===== config.mk =====
export PLATFORM = sky130hd
export DESIGN_NAME = rs485_driver_enable_sequencer
export DESIGN_NICKNAME = d
export VERILOG_FILES = /design/src/rtl/rs485de_pkg.sv /design/src/rtl/rs485_driver_enable_sequencer.sv /design/src/rtl/rs485de_seq.sv
export SDC_FILE = /design/constraint.sdc
export NUM_CORES = 1
export LEC_CHECK = 0
export BUFFER_PORTS_ARGS = -buffer_cell sky130_fd_sc_hd__buf_4
export CORE_MARGIN = 10
export CORE_UTILIZATION = 35
export DETAILED_ROUTE_END_ITERATION = 8
export SYNTH_ARGS = -nofsm -noshare
export SYNTH_HDL_FRONTEND = slang
export SYNTH_HIERARCHICAL = 1
export SYNTH_SLANG_ARGS = --single-unit

===== constraint.sdc =====
create_clock -name clk -period 5.1 [get_ports clk]
set_input_delay 0.51 -clock clk [delete_from_list [all_inputs] [get_ports clk]]
set_output_delay 0.51 -clock clk [all_outputs]
set_load 0.01 [all_outputs]

===== src/rtl/rs485de_pkg.sv =====
`timescale 1ns / 1ps
`default_nettype none
// ----------------------------------------------------------------------------
// rs485de_pkg
// Types and constants shared by the RS-485 driver enable sequencer.
// ----------------------------------------------------------------------------
package rs485de_pkg;

	typedef enum logic [2:0] {
		ST_IDLE    = 3'd0,
		ST_ASSERT  = 3'd1,
		ST_SETUP   = 3'd2,
		ST_DMA     = 3'd3,
		ST_WAITTC  = 3'd4,
		ST_HOLD    = 3'd5,
		ST_RELEASE = 3'd6,
		ST_ERROR   = 3'd7
	} seq_state_t;

	typedef enum logic [1:0] {
		CMD_TICK  = 2'd0,
		CMD_START = 2'd1,
		CMD_ABORT = 2'd2,
		CMD_TAKE  = 2'd3
	} cmd_t;

	localparam logic [1:0] REG_SETUP   = 2'd0;
	localparam logic [1:0] REG_HOLD    = 2'd1;
	localparam logic [1:0] REG_TIMEOUT = 2'd2;

	localparam logic [15:0] SETUP_RESET   = 16'd10;
	localparam logic [15:0] HOLD_RESET    = 16'd10;
	localparam logic [31:0] TIMEOUT_RESET = 32'd200000;

	localparam int IN_TDATA_W  = 88;
	localparam int OUT_TDATA_W = 64;

	typedef struct packed {
		cmd_t        cmd;
		logic [31:0] now_us;
		logic [31:0] buffer_address;
		logic [15:0] transfer_length;
		logic        dma_start_ok;
		logic        uart_finished;
	} item_t;

	typedef struct packed {
		seq_state_t  state_code;
		logic        driver_enable;
		logic        dma_start_request;
		logic        dma_abort_request;
		logic [31:0] dma_address;
		logic [15:0] dma_length;
		logic        start_accepted;
		logic        done_taken;
		logic        busy_res;
	} result_t;

	typedef struct packed {
		logic        we;
		logic [1:0]  index;
		logic [31:0] wdata;
	} cfg_wr_t;

endpackage
`default_nettype wire


===== src/rtl/rs485_driver_enable_sequencer.sv =====
`timescale 1ns / 1ps
`default_nettype none
// ----------------------------------------------------------------------------
// rs485_driver_enable_sequencer
// Steps the RS-485 driver enable around one DMA/UART transmission.
// ----------------------------------------------------------------------------
//  channel   direction  carries
//  s_*       in         command (tuser) and tick/start fields (tdata)
//  m_*       out        one result per command
//  cfg_*     in         setup, hold and timeout register writes
//
// One command per cycle sustained while m_* is not stalled; a result passes the
// input register, then the result register, before it is valid on m_*.
// Sequencer state is updated when a command moves into the result register.
// A stalled output holds its result; the input register still takes one more
// transaction, then s_tready drops until the output drains.
// Reset clears the sequencer to idle and loads register defaults.
module rs485_driver_enable_sequencer #(
	parameter int TIME_WIDTH = 32
) (
	input  wire                                  clk,
	input  wire                                  arst_n,
	input  wire                                  s_tvalid,
	output logic                                 s_tready,
	// now_us, buffer_address, transfer_length, dma_start_ok, uart_finished
	input  wire  [rs485de_pkg::IN_TDATA_W-1:0]   s_tdata,
	// cmd
	input  wire  [1:0]                           s_tuser,
	output logic                                 m_tvalid,
	input  wire                                  m_tready,
	// state_code, driver_enable, dma_start_request, dma_abort_request,
	// dma_address, dma_length, start_accepted, done_taken, busy_res
	output logic [rs485de_pkg::OUT_TDATA_W-1:0]  m_tdata,
	input  wire                                  cfg_we,
	input  wire  [1:0]                           cfg_index,
	input  wire  [31:0]                          cfg_wdata
);

	logic                  valid_s1;
	rs485de_pkg::item_t    item_s1;
	logic                  adv;
	rs485de_pkg::result_t  res;
	rs485de_pkg::result_t  res_q;
	rs485de_pkg::cfg_wr_t  cfg;

	assign adv      = valid_s1 && (!m_tvalid || m_tready);
	assign s_tready = !valid_s1 || adv;

	always_ff @(posedge clk or negedge arst_n) begin
		if (!arst_n) begin
			valid_s1 <= 1'b0;
		end else if (s_tready) begin
			valid_s1 <= s_tvalid;
		end
	end

	always_ff @(posedge clk) begin
		if (s_tready && s_tvalid) begin
			item_s1.cmd             <= rs485de_pkg::cmd_t'(s_tuser);
			item_s1.now_us          <= s_tdata[31:0];
			item_s1.buffer_address  <= s_tdata[63:32];
			item_s1.transfer_length <= s_tdata[79:64];
			item_s1.dma_start_ok    <= s_tdata[80];
			item_s1.uart_finished   <= s_tdata[81];
		end
	end

	assign cfg.we    = cfg_we;
	assign cfg.index = cfg_index;
	assign cfg.wdata = cfg_wdata;

	rs485de_seq #(
		.TIME_WIDTH(TIME_WIDTH)
	) u_seq (
		.clk   (clk),
		.arst_n(arst_n),
		.cfg   (cfg),
		.adv   (adv),
		.item  (item_s1),
		.res   (res)
	);

	always_ff @(posedge clk or negedge arst_n) begin
		if (!arst_n) begin
			m_tvalid <= 1'b0;
		end else if (adv) begin
			m_tvalid <= 1'b1;
		end else if (m_tready) begin
			m_tvalid <= 1'b0;
		end
	end

	always_ff @(posedge clk) begin
		if (adv) begin
			res_q <= res;
		end
	end

	assign m_tdata = {7'd0, res_q.busy_res, res_q.done_taken, res_q.start_accepted,
		res_q.dma_length, res_q.dma_address, res_q.dma_abort_request,
		res_q.dma_start_request, res_q.driver_enable, res_q.state_code};

endmodule
`default_nettype wire


===== src/rtl/rs485de_seq.sv =====
`timescale 1ns / 1ps
`default_nettype none
// ----------------------------------------------------------------------------
// rs485de_seq
// Sequencer state, timing registers and per-item next-state logic.
// ----------------------------------------------------------------------------
module rs485de_seq #(
	parameter int TIME_WIDTH = 32
) (
	input  wire                   clk,
	input  wire                   arst_n,
	input  rs485de_pkg::cfg_wr_t  cfg,
	input  wire                   adv,
	input  rs485de_pkg::item_t    item,
	output rs485de_pkg::result_t  res
);

	localparam int CW = (TIME_WIDTH > 32) ? TIME_WIDTH : 32;

	rs485de_pkg::seq_state_t state_q, state_d;
	logic [31:0]             addr_q, addr_d;
	logic [15:0]             len_q, len_d;
	logic [TIME_WIDTH-1:0]   phase_q, phase_d;
	logic [TIME_WIDTH-1:0]   xfer_q, xfer_d;
	logic                    done_q, done_d;
	logic                    en_q, en_d;
	logic [15:0]             setup_q;
	logic [15:0]             hold_q;
	logic [31:0]             timeout_q;

	logic [CW-1:0]           now_wide;
	logic [TIME_WIDTH-1:0]   now_t;
	logic [TIME_WIDTH-1:0]   xfer_diff, phase_diff;
	logic                    timed_out, setup_done, hold_done;
	logic                    start_pulse, abort_pulse, accepted, taken;

	always_ff @(posedge clk or negedge arst_n) begin
		if (!arst_n) begin
			setup_q   <= rs485de_pkg::SETUP_RESET;
			hold_q    <= rs485de_pkg::HOLD_RESET;
			timeout_q <= rs485de_pkg::TIMEOUT_RESET;
		end else if (cfg.we) begin
			case (cfg.index)
				rs485de_pkg::REG_SETUP:   setup_q   <= cfg.wdata[15:0];
				rs485de_pkg::REG_HOLD:    hold_q    <= cfg.wdata[15:0];
				rs485de_pkg::REG_TIMEOUT: timeout_q <= cfg.wdata;
				default: ;
			endcase
		end
	end

	always_ff @(posedge clk or negedge arst_n) begin
		if (!arst_n) begin
			state_q <= rs485de_pkg::ST_IDLE;
			addr_q  <= '0;
			len_q   <= '0;
			phase_q <= '0;
			xfer_q  <= '0;
			done_q  <= 1'b0;
			en_q    <= 1'b0;
		end else if (adv) begin
			state_q <= state_d;
			addr_q  <= addr_d;
			len_q   <= len_d;
			phase_q <= phase_d;
			xfer_q  <= xfer_d;
			done_q  <= done_d;
			en_q    <= en_d;
		end
	end

	// timestamps wrap modulo 2^TIME_WIDTH
	assign now_wide   = CW'(item.now_us);
	assign now_t      = now_wide[TIME_WIDTH-1:0];
	assign xfer_diff  = now_t - xfer_q;
	assign phase_diff = now_t - phase_q;
	assign timed_out  = CW'(xfer_diff) >= CW'(timeout_q);
	assign setup_done = CW'(phase_diff) >= CW'(setup_q);
	assign hold_done  = CW'(phase_diff) >= CW'(hold_q);

	always_comb begin
		state_d     = state_q;
		addr_d      = addr_q;
		len_d       = len_q;
		phase_d     = phase_q;
		xfer_d      = xfer_q;
		done_d      = done_q;
		en_d        = en_q;
		start_pulse = 1'b0;
		abort_pulse = 1'b0;
		accepted    = 1'b0;
		taken       = 1'b0;
		case (item.cmd)
			rs485de_pkg::CMD_START: begin
				if (state_q == rs485de_pkg::ST_IDLE && item.buffer_address != '0 &&
				    item.transfer_length != '0) begin
					addr_d   = item.buffer_address;
					len_d    = item.transfer_length;
					state_d  = rs485de_pkg::ST_ASSERT;
					done_d   = 1'b0;
					accepted = 1'b1;
				end
			end
			rs485de_pkg::CMD_ABORT: begin
				abort_pulse = 1'b1;
				en_d        = 1'b0;
				state_d     = rs485de_pkg::ST_IDLE;
			end
			rs485de_pkg::CMD_TAKE: begin
				taken  = done_q;
				done_d = 1'b0;
			end
			default: begin
				if ((state_q == rs485de_pkg::ST_DMA || state_q == rs485de_pkg::ST_WAITTC ||
				     state_q == rs485de_pkg::ST_HOLD) && timed_out) begin
					abort_pulse = 1'b1;
					en_d        = 1'b0;
					state_d     = rs485de_pkg::ST_ERROR;
				end else begin
					case (state_q)
						rs485de_pkg::ST_ASSERT: begin
							en_d    = 1'b1;
							phase_d = now_t;
							xfer_d  = now_t;
							state_d = rs485de_pkg::ST_SETUP;
						end
						rs485de_pkg::ST_SETUP: begin
							if (setup_done) begin
								start_pulse = 1'b1;
								if (item.dma_start_ok) begin
									state_d = rs485de_pkg::ST_DMA;
								end else begin
									en_d    = 1'b0;
									state_d = rs485de_pkg::ST_ERROR;
								end
							end
						end
						rs485de_pkg::ST_DMA: begin
							if (item.uart_finished) state_d = rs485de_pkg::ST_WAITTC;
						end
						rs485de_pkg::ST_WAITTC: begin
							if (item.uart_finished) begin
								phase_d = now_t;
								state_d = rs485de_pkg::ST_HOLD;
							end
						end
						rs485de_pkg::ST_HOLD: begin
							if (hold_done) state_d = rs485de_pkg::ST_RELEASE;
						end
						rs485de_pkg::ST_RELEASE: begin
							en_d    = 1'b0;
							done_d  = 1'b1;
							state_d = rs485de_pkg::ST_IDLE;
						end
						default: ;
					endcase
				end
			end
		endcase
	end

	always_comb begin
		res.state_code        = state_d;
		res.driver_enable     = en_d;
		res.dma_start_request = start_pulse;
		res.dma_abort_request = abort_pulse;
		res.dma_address       = addr_d;
		res.dma_length        = len_d;
		res.start_accepted    = accepted;
		res.done_taken        = taken;
		res.busy_res          = (state_d != rs485de_pkg::ST_IDLE);
	end

endmodule
`default_nettype wire


==> impl_metrics.py, run 1 <==
metrics = {
    "outcome": {
        "outcome": "complete, but fails checks",
        "failed_checks": "hold timing, setup timing",
    },
    "pwr": {
        "power_frac_clock": 0.219,
        "ir_drop_v": 0.0003191,
        "p_int_w": 0.007893,
        "power.leakage_nw": 9.413,
        "powerDensity_nw_per_um2": 574.2,
        "pwr-share-seq": 0.307,
        "power_frac_comb": 0.474,
        "p_switching_w": 0.004641,
        "swShare": 0.3703,
    },
    "placement": {
        "port_buffers": 181,
        "place_inst": 2432,
        "detailed_place_hpwl_mm": 32.64,
        "place_ws_ns": -0.5600,
        "place_congestion": 0.8854,
    },
    "detailed_routing": {
        "vias": 12500,
        "drc": 0,
        "vias_per_cell": 4.930,
        "ant_nets": 0,
        "dr.pass1.iters": 5,
        "wl_per_cell_um": 17.99,
        "totalWireLength_mm": 45.62,
        "drt-initial-drc-count": 801,
    },
    "final_layout": {
        "nets": 2097,
        "multi_input_area_um2": 7990,
        "fill_cells": 4654,
        "layout_common_cells": "buf_4, nor2_1, dfrtp_1",
        "seq_area_um2": 8826,
        "area_growth_pct": 26.34,
        "finalNonFillerCells": 2536,
        "layout_commonest_cell": "buf_4",
        "drive_above_1_share": 0.3141,
        "postLayoutCoreUtil": 0.4469,
        "antenna_cells": 0,
    },
    "sta": {
        "finalHoldViolations": 8,
        "layout_setup_ws_ns": -0.3190,
        "setup_tns_ns": -9.838,
        "timing.final.crit_share": 1.063,
        "worst_clock_skew_ns": 0.03404,
        "slew_viol_final": 0,
        "holdWs_ns": -0.02882,
        "max_freq_ghz": 0.1845,
        "setup_viol": 39,
        "worst_pin_slew_ns": 0.9607,
        "grt_setup_unrepaired": "yes",
        "timing.final.crit_period_ns": 5.419,
        "maxSlewHeadroom": 0.3576,
    },
    "worst_setup_path": {
        "crit_path_top_delay_cell": "or4_4",
        "slowest_delay_ns": 0.49,
        "critPathArrivalTime_ns": 5.88,
        "critPathKind": "register to register",
        "crit_required_ns": 5.56,
        "path_max_fanout": 5,
        "startpoint_type": "register",
        "end_kind": "register",
    },
    "floorplan": {
        "dieWidth_um": 242.2,
        "start_util": 0.3537,
        "core_um2": 48850,
        "die_h_um": 242.2,
        "io_pins": 195,
        "fp.dieArea_um2": 58650,
        "core.rowCount": 81,
    },
    "grt": {
        "track_usage": 0.1530,
        "antenna_found_initial": 2,
        "grt-ovfl-total": 0,
        "grt_pass1_wl_mm": 72.24,
        "grt_max_degree": 97,
        "grt_pass1_vias": 13040,
    },
    "synthesis": {
        "ys_seq_area_frac": 0.5108,
        "yosys_most_used_dff": "dfrtp_1",
        "avgSynthCellArea_um2": 11.14,
        "synth.area.top_cells": "dfrtp_1, edfxtp_1, mux2_2, ha_1, nor2_1",
        "synth_seq_cells": 324,
        "synth_xor_area_frac": 0.02383,
        "synth_cells": 1551,
        "synth-compound-area-share": 0.1177,
        "synth_warnings": 6,
        "synthAdderAreaFrac": 0.09356,
        "synth_top_cell_by_area": "dfrtp_1",
        "synth_top_family_by_area": "compound AO/OA/AOI/OAI gates",
        "synth_edf_count": 141,
        "synthMuxAreaShare": 0.1043,
        "synth_top_area_share": 0.2506,
        "async_reset_ff_frac": 0.5648,
        "ys_types": 78,
        "syn-cell-area_um2": 17280,
        "synth-simple-area-share": 0.1027,
    },
    "clock_network": {
        "cts_sinks": 324,
        "h-tree-depth": 2,
        "clkTransAtPathRegs_ns": 0.06,
        "clk_path_buf_depth": 3,
        "cts_made_buffers": 40,
        "clock_latency_ns": 0.58,
        "cts_root_buf": "clkbuf_16",
        "cts_tree": "built",
    },
    "run": {
        "cap_violations": 0,
    },
    "hold_path": {
        "hp-class": "input port to asynchronous set/reset pin",
    },
}
[what timing repair did]
action,CTS,global route
resized for setup,38,27
setup buffers,18,9
pin swaps,40,20
endpoints found under the setup margin,42,42
hold buffers,0,0
gates cloned,4,1
[flip-flops by register name, indices dropped and copies added, names as in the netlist, 3 cells and up]
signal	cells
item_s1	84
m_tdata	57
u_seq/addr_q	32
u_seq/hold_q	16
u_seq/len_q	16
u_seq/phase_q	32
u_seq/setup_q	16
u_seq/state_q	3
u_seq/timeout_q	32
u_seq/xfer_q	32
[power groups by stage]
stage | Clock (W) | Combinational, W | Sequential, W
CTS | 0.00284 | 0.00581 | 0.00385
floorplan | 0 | 0.00374 | 0.00381
finish | 0.00274 | 0.00595 | 0.00384
detailed placement | 0 | 0.00553 | 0.00388
global route | 0.00296 | 0.00664 | 0.00393
global placement | 0 | 0.00542 | 0.00386
[cells by family after synthesis]
family | after synthesis
simple gates | 384
flops | 324
compound gates | 305
buf+inv | 202
mux | 160
fa+ha+maj | 128
xor+xnor | 47
other cells | 1
[Yosys cell counts, types with 13 or more instances]
master    count
nor2b_1      14
o21a_1       14
nor4_1       14
nand4_1      19
a211oi_1     13
o21ai_0      59
clkbuf_1     33
inv_1       145
a21o_1       48
dfrtp_1     173
nand2b_1     13
nor2_1      189
edfxtp_1    141
a21oi_1      78
nand2_1      78
mux2_2      160
ha_1        126
xnor2_1      35
o211ai_1     14
[worst max-delay path, delay by kind of cell, from the launching register on]
| family | cells | cell delay [ns] |
|---|---|---|
| simple gates | 3 | 0.66 |
| xor+xnor | 1 | 0.15 |
| fa+ha+maj | 2 | 0.60 |
| mux | 1 | 0.29 |
| flops | 1 | 0.43 |
| buf+inv | 5 | 0.76 |
| compound gates | 13 | 2.39 |
[worst paths after layout]
| check | slack [ns] | to | from | cells after the start |
|---|---|---|---|---|
| setup / recovery | -0.32 | u_seq/phase_q[5] | item_s1[55] | 25 |
| hold / removal | -0.03 | u_seq/timeout_q[2] | arst_n | 1 |
| setup reg to reg | -0.32 | u_seq/phase_q[5] | item_s1[55] | 25 |
| hold reg to reg | 0.50 | u_seq/xfer_q[1] | u_seq/xfer_q[1] | 2 |
| max in group asynchronous | 4.07 | u_seq/phase_q[29] | arst_n | 2 |
| min in group clk | 0.11 | item_s1[37] | s_tdata[51] | 1 |
[layout make-up]
type,instances,area share
clock inverter,15,0.007566
timing repair buffer,297,0.1084
clock buffer,59,0.05050
inverter,146,0.02511
multi-input combinational,1031,0.3660
tap,664,0.03806
sequential,324,0.4043
[stage by stage]
stage	power, W	instance area (um2)	hold WS [ns]
detailed placement	0.009412	19980	0.4911
global route	0.01353	21830	0.03448
CTS	0.01250	21640	0.01831
floorplan	0.007542	17400	0.2144
finish	0.01253	21830	-0.02882
global placement	0.009275	19980	0.4707
[per-layer routing]
metal / global-route usage / up-vias / wire length, um
met5: 0 / - / 32
met1: 0.1918 / 6055 / 20100
met3: 0.04354 / 73 / 2837
met2: 0.2513 / 275 / 21420
li1: - / 6095 / -
met4: 0.04642 / 4 / 1226
(Power assumes the default switching activity.)
==> run 2, diff against run 1 <==
--- a/config.mk
+++ b/config.mk
@@ -9,6 +9,7 @@
 export CORE_MARGIN = 10
 export CORE_UTILIZATION = 35
 export DETAILED_ROUTE_END_ITERATION = 8
+export REMOVE_ABC_BUFFERS = 1
 export SYNTH_ARGS = -nofsm -noshare
 export SYNTH_HDL_FRONTEND = slang
 export SYNTH_HIERARCHICAL = 1
==> impl_metrics.py, run 2 (synthesis results as in run 1) <==
metrics = {
    "detailed_routing": {
        "vias_per_cell": 4.916,
        "totalWireLength_mm": 44.83,
        "drt-initial-drc-count": 716,
        "drc": 0,
        "wl_per_cell_um": 17.73,
        "vias": 12430,
        "ant_nets": 0,
        "dr.pass1.iters": 5,
    },
    "placement": {
        "port_buffers": 181,
        "place_ws_ns": -1.246,
        "place_congestion": 0.8817,
        "detailed_place_hpwl_mm": 31.52,
    },
    "sta": {
        "worst_clock_skew_ns": 0.02023,
        "timing.final.crit_share": 1.059,
        "setup_viol": 39,
        "finalHoldViolations": 0,
        "layout_setup_ws_ns": -0.3002,
        "slew_viol_final": 0,
        "timing.final.crit_period_ns": 5.400,
        "maxSlewHeadroom": 0.3677,
        "worst_pin_slew_ns": 0.9484,
        "max_freq_ghz": 0.1852,
        "grt_setup_unrepaired": "yes",
    },
    "clock_network": {
        "cts_root_buf": "clkbuf_16",
        "postCtsHoldBufs": 0,
        "cts_made_buffers": 39,
        "cts_tree": "built",
        "clk_path_buf_depth": 3,
        "clock_latency_ns": 0.55,
        "clkTransAtPathRegs_ns": 0.06,
        "h-tree-depth": 2,
        "cts_sinks": 324,
    },
    "pwr": {
        "powerDensity_nw_per_um2": 572.4,
        "p_switching_w": 0.004531,
        "power_frac_clock": 0.219,
        "ir_drop_v": 0.0002588,
        "power.leakage_nw": 9.357,
        "pwr-share-seq": 0.307,
        "p_int_w": 0.007934,
        "swShare": 0.3635,
        "power_frac_comb": 0.473,
    },
    "outcome": {
        "failed_checks": "setup timing",
        "outcome": "complete, but fails checks",
    },
    "final_layout": {
        "layout_common_cells": "buf_4, nor2_1, dfrtp_1",
        "area_growth_pct": 26.03,
        "layout_commonest_cell": "buf_4",
        "largest_reg_flops": 84,
        "fill_cells": 4609,
        "top_register": "item_s1",
        "postLayoutCoreUtil": 0.4458,
        "nets": 2090,
        "drive_above_1_share": 0.3108,
    },
    "floorplan": {
        "io_pins": 195,
        "die_h_um": 242.2,
        "core.rowCount": 81,
        "start_util": 0.3537,
        "core_um2": 48850,
        "fp.dieArea_um2": 58650,
        "dieWidth_um": 242.2,
    },
    "worst_setup_path": {
        "critPathKind": "register to register",
        "startpoint_type": "register",
        "r2r_cells": 24,
        "end_kind": "register",
        "crit_required_ns": 5.53,
        "crit_path_top_delay_cell": "or4_4",
        "critPathArrivalTime_ns": 5.83,
        "slowest_delay_ns": 0.49,
        "cp_cell_sequence": "ha_4 -> nand3_4 -> buf_6 -> or3_4 -> a21oi_4 -> o31ai_4 -> a31oi_4 -> a41o_1 -> a211oi_2 -> buf_4 -> o41a_1 -> xnor2_1 -> ha_1 -> a21o_1 -> a211o_1 -> nor2_1 -> nand2_1 -> a21o_1 -> o221ai_4 -> o21ai_2 -> or4_4 -> buf_6 -> buf_16 -> mux2_2",
        "path_max_fanout": 9,
    },
    "grt": {
        "antenna_found_initial": 3,
        "grt-ovfl-total": 0,
        "grt_max_degree": 98,
        "grt_pass1_vias": 13170,
        "track_usage": 0.1510,
        "grt_pass1_wl_mm": 72.02,
    },
    "run": {
        "cap_violations": 0,
    },
    "hold_path": {
        "hp-class": "input port to asynchronous set/reset pin",
    },
}
-- run 2: cell types whose count changed in the layout (fill, tap and decap cells not counted), moves of 3 or more --
cell and delta:
mux2_4 -3, buf_4 -8, buf_6 +3, mux2_2 +3
-- run 2: timing repair --
item                                    4_1_cts  5_1_grt
endpoints found under the setup margin       42       42
pin swaps                                    27       22
buffers inserted                             17        9
cloned                                        3        0
resized for setup                            57       21
-- run 2: power groups by stage --
stage	logic, W	clock network, W	registers (W)
after CTS	0.00580	0.00283	0.00384
after floorplan	0.00363	0	0.00382
after global routing	0.00661	0.00292	0.00392
after global placement	0.00529	0	0.00385
final	0.00590	0.00274	0.00383
after detailed placement	0.00542	0	0.00387
-- run 2: critical path: cells and delay by family (launching register included) --
kind | cells | cell delay [ns]
compound gates | 11 | 2.06
simple gates | 5 | 1.07
fa+ha+maj | 2 | 0.62
buf+inv | 4 | 0.58
flops | 1 | 0.46
mux | 1 | 0.26
xor+xnor | 1 | 0.21
-- run 2: layout make-up --
class / count / area [um2] / share of cell area
diodes: 2 / 5.005 / 0.0002298
clock buffers: 58 / 1087 / 0.04993
clock inverters: 13 / 163.9 / 0.007527
inverters: 146 / 548.0 / 0.02517
multi-input cells: 1031 / 8006 / 0.3677
flip-flops and latches: 324 / 8826 / 0.4053
well taps: 664 / 830.8 / 0.03815
repair buffers: 291 / 2307 / 0.1060
-- run 2: worst paths after layout --
kind / from / end / slack, ns
setup / recovery: item_s1[60] / u_seq/phase_q[26] / -0.30
hold / removal: arst_n / u_seq/addr_q[9] / 0.02
setup reg to reg: item_s1[60] / u_seq/phase_q[26] / -0.30
hold reg to reg: u_seq/xfer_q[0] / u_seq/xfer_q[0] / 0.50
max in group asynchronous: arst_n / u_seq/len_q[10] / 4.01
min in group clk: s_tdata[59] / item_s1[45] / 0.13
-- run 2: stage by stage --
stage                     instance area, um2  setup TNS, ns  power, W  hold slack [ns]  instances
after floorplan                        17040         -70.65  0.007450           0.2144       1501
after global placement                 19900         -45.22  0.009137           0.4698       2428
after detailed placement               19900         -48.47  0.009287           0.4810       2428
after CTS                              21630         -8.078   0.01247          0.02727       2519
after global routing                   21770         -16.42   0.01345          0.05916       2527
final                                  21770         -9.503   0.01246          0.01636       2529
-- run 2: per-layer routing --
layer  up-vias  track usage  routed length [um]
li1       6079            -                   -
met3        70      0.04134                2746
met2       276       0.2448               21110
met1      6006       0.1908               19880
met5         -            0                   7
met4         2      0.05197                1089
